<file path="src/rtl/tlbpt_pkg.sv">
// Shared widths, field positions and types for the TLB and page table translator.
package tlbpt_pkg;

   localparam int ADDR_W      = 16;
   localparam int FRAME_W     = 8;
   localparam int TAG_W       = 8;
   localparam int CNT_W       = 16;
   localparam int FREE_W      = 9;
   localparam int REQ_DATA_W  = 16;
   localparam int RSP_DATA_W  = 56;
   localparam int RSP_USER_W  = 2;

   localparam logic [CNT_W-1:0]  CNT_MAX  = '1;
   localparam logic [FREE_W-1:0] FREE_MAX = '1;

   // Response field positions
   localparam int PHYS_LSB      = 0;
   localparam int FRAME_LSB     = 16;
   localparam int HIT_TOT_LSB   = 24;
   localparam int FAULT_TOT_LSB = 40;
   localparam int USER_HIT      = 0;
   localparam int USER_FAULT    = 1;

   typedef enum logic [3:0] {
      ST_CLEAR   = 4'b0001,
      ST_IDLE    = 4'b0010,
      ST_LOOKUP  = 4'b0100,
      ST_RESOLVE = 4'b1000
   } state_type;

   typedef struct packed {
      logic               present;
      logic [FRAME_W-1:0] frame;
   } pte_type;

endpackage

</file>
<file path="src/rtl/tlbpt_ram.sv">
// Generic single-write, single-read synchronous RAM with registered read data.
module tlbpt_ram #(
   parameter int WIDTH = 8,
   parameter int DEPTH = 16
) (
   input  logic                     clock,
   input  logic                     wr_en,
   input  logic [$clog2(DEPTH)-1:0] wr_addr,
   input  logic [WIDTH-1:0]         wr_data,
   input  logic                     rd_en,
   input  logic [$clog2(DEPTH)-1:0] rd_addr,
   output logic [WIDTH-1:0]         rd_data
);

   logic [WIDTH-1:0] mem_ff [DEPTH];
   logic [WIDTH-1:0] rd_data_ff;

   always_ff @(posedge clock) begin
      if (wr_en) begin
         mem_ff[wr_addr] <= wr_data;
      end
      if (rd_en) begin
         rd_data_ff <= mem_ff[rd_addr];
      end
   end

   assign rd_data = rd_data_ff;

endmodule

</file>
<file path="src/rtl/tlb_page_table_translator.sv">
// Address translator: fully associative TLB with FIFO refill over a demand-paged page table.
//
// req channel carries one logical address per transfer; rsp channel returns one
// translation per request, in order. The upper part of the address selects the
// page, the lower part is the offset (PAGE_SIZE and PAGE_COUNT are powers of two).
// Tags and valid bits sit in flops and are compared in parallel; the TLB frames
// and the page table (present bit plus frame) live in synchronous RAMs.
// Each request passes a lookup state (tag compare, RAM reads issued) and a resolve
// state (read data used, page table and TLB written back, result registered).
// A new request is taken in the resolve state of the previous one, so the lookup of
// one request follows the resolve of the one before and does not overlap it;
// the result register is loaded when the resolve state advances.
// After reset the page table is swept clear, one entry per cycle, all PAGE_COUNT
// entries in turn; req_tready stays low meanwhile.
// The result register waits for rsp_tready; while it is full and stalled, a
// finished translation holds in the resolve state and no further request is taken.
module tlb_page_table_translator #(
   parameter int TLB_ENTRIES = 16,
   parameter int PAGE_COUNT  = 256,
   parameter int PAGE_SIZE   = 256
) (
   input  logic                               clock,
   input  logic                               reset,
   input  logic                               req_tvalid,
   output logic                               req_tready,
   input  logic [tlbpt_pkg::REQ_DATA_W-1:0]   req_tdata,  // logical_address[15:0]
   output logic                               rsp_tvalid,
   input  logic                               rsp_tready,
   // physical_address[15:0], frame_number[23:16], hit_total[39:24], fault_total[55:40]
   output logic [tlbpt_pkg::RSP_DATA_W-1:0]   rsp_tdata,
   output logic [tlbpt_pkg::RSP_USER_W-1:0]   rsp_tuser   // tlb_hit[0], page_fault[1]
);

   import tlbpt_pkg::*;

   localparam int TI_W  = $clog2(TLB_ENTRIES);
   localparam int PG_W  = $clog2(PAGE_COUNT);
   localparam int OFF_W = $clog2(PAGE_SIZE);
   localparam int PTE_W = $bits(pte_type);

   state_type state_ff, state_in;

   logic [ADDR_W-1:0] addr_ff;
   logic [PG_W-1:0]   page;
   logic [TAG_W-1:0]  tag_now;
   logic [PG_W-1:0]   clr_ff;

   logic [TAG_W-1:0]  tag_ff [TLB_ENTRIES];
   logic              valid_ff [TLB_ENTRIES];
   logic [TI_W-1:0]   fill_ff;
   logic              hit_ff;
   logic [FREE_W-1:0] free_ff;
   logic [CNT_W-1:0]  hit_cnt_ff, hit_cnt_in;
   logic [CNT_W-1:0]  fault_cnt_ff, fault_cnt_in;

   logic              match;
   logic [TI_W-1:0]   match_idx;

   logic              advance;
   logic              req_xfer;
   logic              resolve_go;

   logic [FRAME_W-1:0] tlb_rd_frame;
   logic [PTE_W-1:0]   pt_rd_raw;
   pte_type            pt_rd;
   logic               pt_wr_en;
   logic [PG_W-1:0]    pt_wr_addr;
   pte_type            pt_wr_data;

   logic [FRAME_W-1:0]       frame;
   logic                     fault;
   logic [FRAME_W+OFF_W-1:0] phys_wide;

   logic                  rsp_valid_ff;
   logic [RSP_DATA_W-1:0] rsp_data_ff;
   logic [RSP_USER_W-1:0] rsp_user_ff;

   assign page    = PG_W'(addr_ff >> OFF_W);
   assign tag_now = TAG_W'(page);

   // Lowest matching entry wins
   always_comb begin
      match     = 1'b0;
      match_idx = '0;
      for (int i = TLB_ENTRIES - 1; i >= 0; i--) begin
         if (valid_ff[i] && tag_ff[i] == tag_now) begin
            match     = 1'b1;
            match_idx = TI_W'(i);
         end
      end
   end

   assign advance    = !rsp_valid_ff || rsp_tready;
   assign req_tready = (state_ff == ST_IDLE) || (state_ff == ST_RESOLVE && advance);
   assign req_xfer   = req_tvalid && req_tready;
   assign resolve_go = (state_ff == ST_RESOLVE) && advance;

   always_comb begin
      state_in = state_ff;
      unique case (state_ff)
         ST_CLEAR: begin
            if (clr_ff == PG_W'(PAGE_COUNT - 1)) state_in = ST_IDLE;
         end
         ST_IDLE: begin
            if (req_xfer) state_in = ST_LOOKUP;
         end
         ST_LOOKUP: begin
            state_in = ST_RESOLVE;
         end
         ST_RESOLVE: begin
            if (advance) state_in = req_xfer ? ST_LOOKUP : ST_IDLE;
         end
         default: state_in = ST_CLEAR;
      endcase
   end

   assign pt_rd = pte_type'(pt_rd_raw);

   // Pick the frame (TLB, page table or free frame), tallies and page table writes
   always_comb begin
      fault = !hit_ff && !pt_rd.present;
      if (hit_ff) begin
         frame = tlb_rd_frame;
      end else if (pt_rd.present) begin
         frame = pt_rd.frame;
      end else begin
         frame = FRAME_W'(free_ff);
      end
      phys_wide = {frame, addr_ff[OFF_W-1:0]};

      hit_cnt_in   = hit_cnt_ff;
      fault_cnt_in = fault_cnt_ff;
      if (hit_ff && hit_cnt_ff != CNT_MAX) hit_cnt_in = hit_cnt_ff + 1'b1;
      if (fault && fault_cnt_ff != CNT_MAX) fault_cnt_in = fault_cnt_ff + 1'b1;

      if (state_ff == ST_CLEAR) begin
         pt_wr_en   = 1'b1;
         pt_wr_addr = clr_ff;
         pt_wr_data = '0;
      end else begin
         pt_wr_en           = resolve_go && fault;
         pt_wr_addr         = page;
         pt_wr_data.present = 1'b1;
         pt_wr_data.frame   = frame;
      end
   end

   tlbpt_ram #(
      .WIDTH (PTE_W),
      .DEPTH (PAGE_COUNT)
   ) u_page_table (
      .clock   (clock),
      .wr_en   (pt_wr_en),
      .wr_addr (pt_wr_addr),
      .wr_data (PTE_W'(pt_wr_data)),
      .rd_en   (state_ff == ST_LOOKUP),
      .rd_addr (page),
      .rd_data (pt_rd_raw)
   );

   tlbpt_ram #(
      .WIDTH (FRAME_W),
      .DEPTH (TLB_ENTRIES)
   ) u_tlb_frames (
      .clock   (clock),
      .wr_en   (resolve_go && !hit_ff),
      .wr_addr (fill_ff),
      .wr_data (frame),
      .rd_en   (state_ff == ST_LOOKUP),
      .rd_addr (match_idx),
      .rd_data (tlb_rd_frame)
   );

   always_ff @(posedge clock) begin
      if (reset) begin
         state_ff     <= ST_CLEAR;
         clr_ff       <= '0;
         fill_ff      <= '0;
         free_ff      <= '0;
         hit_cnt_ff   <= '0;
         fault_cnt_ff <= '0;
         rsp_valid_ff <= 1'b0;
         for (int i = 0; i < TLB_ENTRIES; i++) begin
            valid_ff[i] <= 1'b0;
         end
      end else begin
         state_ff <= state_in;
         if (state_ff == ST_CLEAR) clr_ff <= clr_ff + 1'b1;
         if (resolve_go) begin
            hit_cnt_ff   <= hit_cnt_in;
            fault_cnt_ff <= fault_cnt_in;
            if (fault && free_ff != FREE_MAX) free_ff <= free_ff + 1'b1;
            if (!hit_ff) begin
               valid_ff[fill_ff] <= 1'b1;
               fill_ff <= (fill_ff == TI_W'(TLB_ENTRIES - 1)) ? '0 : fill_ff + 1'b1;
            end
            rsp_valid_ff <= 1'b1;
         end else if (rsp_tready) begin
            rsp_valid_ff <= 1'b0;
         end
      end
   end

   // Payload registers
   always_ff @(posedge clock) begin
      if (req_xfer) addr_ff <= req_tdata;
      if (state_ff == ST_LOOKUP) hit_ff <= match;
      if (resolve_go) begin
         if (!hit_ff) tag_ff[fill_ff] <= tag_now;
         rsp_data_ff <= {fault_cnt_in, hit_cnt_in, frame, ADDR_W'(phys_wide)};
         rsp_user_ff <= {fault, hit_ff};
      end
   end

   assign rsp_tvalid = rsp_valid_ff;
   assign rsp_tdata  = rsp_data_ff;
   assign rsp_tuser  = rsp_user_ff;

endmodule

</file>
<file path="config.mk">
export PLATFORM = sky130hd
export DESIGN_NAME = tlb_page_table_translator
export DESIGN_NICKNAME = d
export VERILOG_FILES = /design/src/rtl/tlbpt_pkg.sv /design/src/rtl/tlbpt_ram.sv /design/src/rtl/tlb_page_table_translator.sv
export SDC_FILE = /design/constraint.sdc
export NUM_CORES = 2
export LEC_CHECK = 0
export BUFFER_PORTS_ARGS = -buffer_cell sky130_fd_sc_hd__buf_2
export CORE_MARGIN = 8
export CORE_UTILIZATION = 40
export CTS_BUF_LIST = sky130_fd_sc_hd__clkbuf_8
export CTS_CLUSTER_SIZE = 24
export DETAILED_ROUTE_END_ITERATION = 16
export MAX_ROUTING_LAYER = met4
export RECOVER_POWER = 100
export SLEW_MARGIN = 25
export SYNTH_ARGS = -nofsm -noshare
export SYNTH_HDL_FRONTEND = slang
export SYNTH_SLANG_ARGS = --single-unit
</file>
<file path="constraint.sdc">
create_clock -name clock -period 10.55 [get_ports clock]
set_input_delay 1.055 -clock clock [delete_from_list [all_inputs] [get_ports clock]]
set_output_delay 1.055 -clock clock [all_outputs]
set_load 0.1 [all_outputs]
</file>
==> flow_summary.json <==
{
  "drt_pre_antenna_iters": 8,
  "io_buffers": 79,
  "holdCritStartpoint": "req_tdata[5]",
  "yosysMostFrequentCell": "edfxtp_1",
  "fmax_mhz": 132,
  "cp.buffers_inverters": 3,
  "final_nets": 5308,
  "place_ws_ns": 5.29,
  "fillCellCount": 22500,
  "fin_crit_sh_pct": 71.9,
  "cts-root-buf": "clkbuf_8",
  "grt_pass1_wl_mm": 366,
  "leakage_uw": 0.0388,
  "synth_common_cells": "edfxtp_1, mux4_2, nor2_1",
  "worstMarginPinSlew_ns": 4.49,
  "die_y_um": 531,
  "grt_max_degree": 212,
  "synthFlopType": "edfxtp_1",
  "finalHoldViolCount": 0,
  "overflow": 0,
  "coreArea_um2": 264000,
  "cp_max_fo": 68,
  "clock_latency_ns": 1.02,
  "critical_path_required_ns": 11.17,
  "path_common_cell": "clkbuf_1",
  "reg2reg_slack_ns": 2.96,
  "ys_seq_elements": 2718,
  "finalMaxSlewViolations": 1346,
  "relSlewSlack_pct": -199,
  "post_cts.repair.setup_buffers": 0,
  "r2r_start": "hit_ff$_SDFFCE_PP1P_",
  "irDropWorstVdd_uv": 102,
  "maxCapViolations": 34,
  "vias": 50500,
  "drive_above_1_share_pct": 24.3,
  "synth_top_cell_by_area": "edfxtp_1",
  "synth_warnings": 0,
  "worstSetupPathType": "reg2reg",
  "max_stage_delay_ns": 2.20,
  "syn_inst": 4909,
  "fin_util_pct": 44.7,
  "crit_chain": "clkbuf_1 -> nand2_1 -> o21ai_0 -> and2_0 -> clkbuf_1 -> buf_4",
  "status": "finished with violations",
  "synth_top_area_share_pct": 75.0,
  "htree_levels": 5,
  "cts_hold_buf": 0,
  "cts_sinks": 2718,
  "cts_made_buffers": 430,
  "die_w_um": 531,
  "fin_tns_setup_ns": 0,
  "async_reset_ff_share_pct": 0,
  "powerDensity_nw_per_um2": 168,
  "min_to": "addr_ff[5]$_DFFE_PP_",
  "cts_resized": 0,
  "hp-class": "in2reg",
  "cts.clk_slew.worst_paths_ns": 0.07,
  "synth.cell_area_um2": 106000,
  "cp_data_arrival_time_ns": 8.21,
  "die_area_um2": 281000,
  "crit_slowest_cell": "and2_0",
  "finalWirelength_mm": 253,
  "hold_path_depth": 1,
  "grt_pass1_vias": 51500,
  "ios": 80,
  "cp-end-kind": "flip-flop",
  "skew_ns": 0.118,
  "rsz0062_at_grt": "no",
  "track_usage_pct": 18.1,
  "yosysUniqueCellTypes": 59,
  "syn_nets": 4938,
  "post-route-min-period_ns": 7.59,
  "netlist_top_cells_area": "edfxtp_1, mux4_2, dfxtp_1",
  "syn2layout_area_growth_pct": 11.4,
  "drt_iter0_drc": 5130,
  "crit_family": "buffers and inverters",
  "drt.antenna.violating_nets": 0,
  "seq_area_frac_synth_pct": 76.4,
  "critPathLaunchType": "flip-flop",
  "dp_hpwl_mm": 147,
  "via_per_inst": 5.51,
  "drc": 0,
  "post_drt_wl_per_cell_um": 27.6,
  "max-clock-path-buffers": 4,
  "finalSetupViolCount": 0,
  "synth-edff-count": 2644,
  "initial_core_util_pct": 40.1,
  "avgSynthCellArea_um2": 21.6,
  "std_cell_rows": 189,
  "reg2reg_to": "u_page_table.mem_ff[22][0]$_DFFE_PP_",
  "antenna_found_initial": 9,
  "violations": "capacitance limit, slew limit",
  "setup_ws_ns": 2.96,
  "reg2regPathDepth": 6,
  "gp_congestion": 0.818,
  "cts_tree": "done"
}
==> how the worst max path moves through the flow <==
stage | from | to | slack, ns | depth (start not counted)
floorplan | state_ff[1]$_SDFFE_PP0P_ | u_page_table.mem_ff[0][0]$_DFFE_PP_ | 0.99 | 7
global placement | rsp_tready | u_page_table.mem_ff[68][2]$_DFFE_PP_ | 5.31 | 9
detailed placement | state_ff[1]$_SDFFE_PP0P_ | u_page_table.mem_ff[188][4]$_DFFE_PP_ | 5.29 | 10
CTS | state_ff[1]$_SDFFE_PP0P_ | u_page_table.mem_ff[188][5]$_DFFE_PP_ | 5.28 | 10
global route | hit_ff$_SDFFCE_PP1P_ | u_page_table.mem_ff[21][0]$_DFFE_PP_ | 2.56 | 6
finish | hit_ff$_SDFFCE_PP1P_ | u_page_table.mem_ff[22][0]$_DFFE_PP_ | 2.96 | 6
==> layer usage <==
layer | part of all wire, % | track usage [%] | up-vias
met5 | 0 | - | -
met3 | 6.5 | 3.10 | 371
met4 | 2.3 | 4.33 | 0
met2 | 49 | 28.5 | 1843
li1 | - | - | 21100
met1 | 43 | 24.8 | 27100
==> stage by stage <==
stage	total power, uW	hold WS [ns]	std cells	area, um^2
2_1_floorplan	11900	0.400	4909	106000
3_3_place_gp	12000	0.400	8378	111000
3_5_place_dp	12000	0.409	8378	111000
4_1_cts	20000	0.175	9150	119000
5_1_grt	20500	0.207	9155	118000
6_report	19800	0.282	9158	118000
==> power breakdown <==
group | switching (uW) | internal, uW | total (uW)
clock | 4050 | 4050 | 8100
combinational | 48.5 | 10.8 | 59.4
sequential | 3.61 | 11700 | 11700
total | 4110 | 15700 | 19800
==> area by class of cell <==
type | instances | area [um^2] | area share [%]
inverters | 16 | 67.6 | 0.0573
multi-input cells | 1906 | 23800 | 20.2
clock inverters | 321 | 1500 | 1.27
repair buffers | 207 | 1120 | 0.952
flip-flops and latches | 2718 | 80900 | 68.6
well taps | 3533 | 4420 | 3.75
clock buffers | 451 | 6210 | 5.26
diodes | 6 | 15.0 | 0.0127
==> sequential cells by signal, indices dropped and copies added (netlist names) <==
signal                count
rsp_tdata                48
hit_ff                    1
u_page_table.rd_data      9
free_ff                   9
u_tlb_frames.mem_ff     128
state_ff                  4
rsp_tuser                 2
hit_cnt_ff               16
u_page_table.mem_ff    2304
clr_ff                    8
fault_cnt_ff             16
fill_ff                   4
tag_ff                  128
rsp_tvalid                1
addr_ff                  16
valid_ff                 16
u_tlb_frames.rd_data      8
==> logic make-up after synthesis <==
group,count (synthesis),synth area share (%)
flip-flops,2718,76.4
adder cells (fa/ha/maj),9,0.106
XOR/XNOR,191,1.58
multiplexers,803,16.6
AND/OR/NAND/NOR,743,3.14
buffers and inverters,285,1.20
AO/OA/AOI/OAI,160,0.974
==> placed cells by master, fill, tap and decap left out, types with 54 or more instances in the layout <==
cell      count
inv_1       160
mux4_2      765
nand3_1      54
clkbuf_1    151
clkinv_1    108
clkbuf_8    451
edfxtp_1   2644
xnor2_1     147
dfxtp_1      74
nand2_1     130
nor2_1      374
No activity file was read; power rests on OpenSTA's default activity.
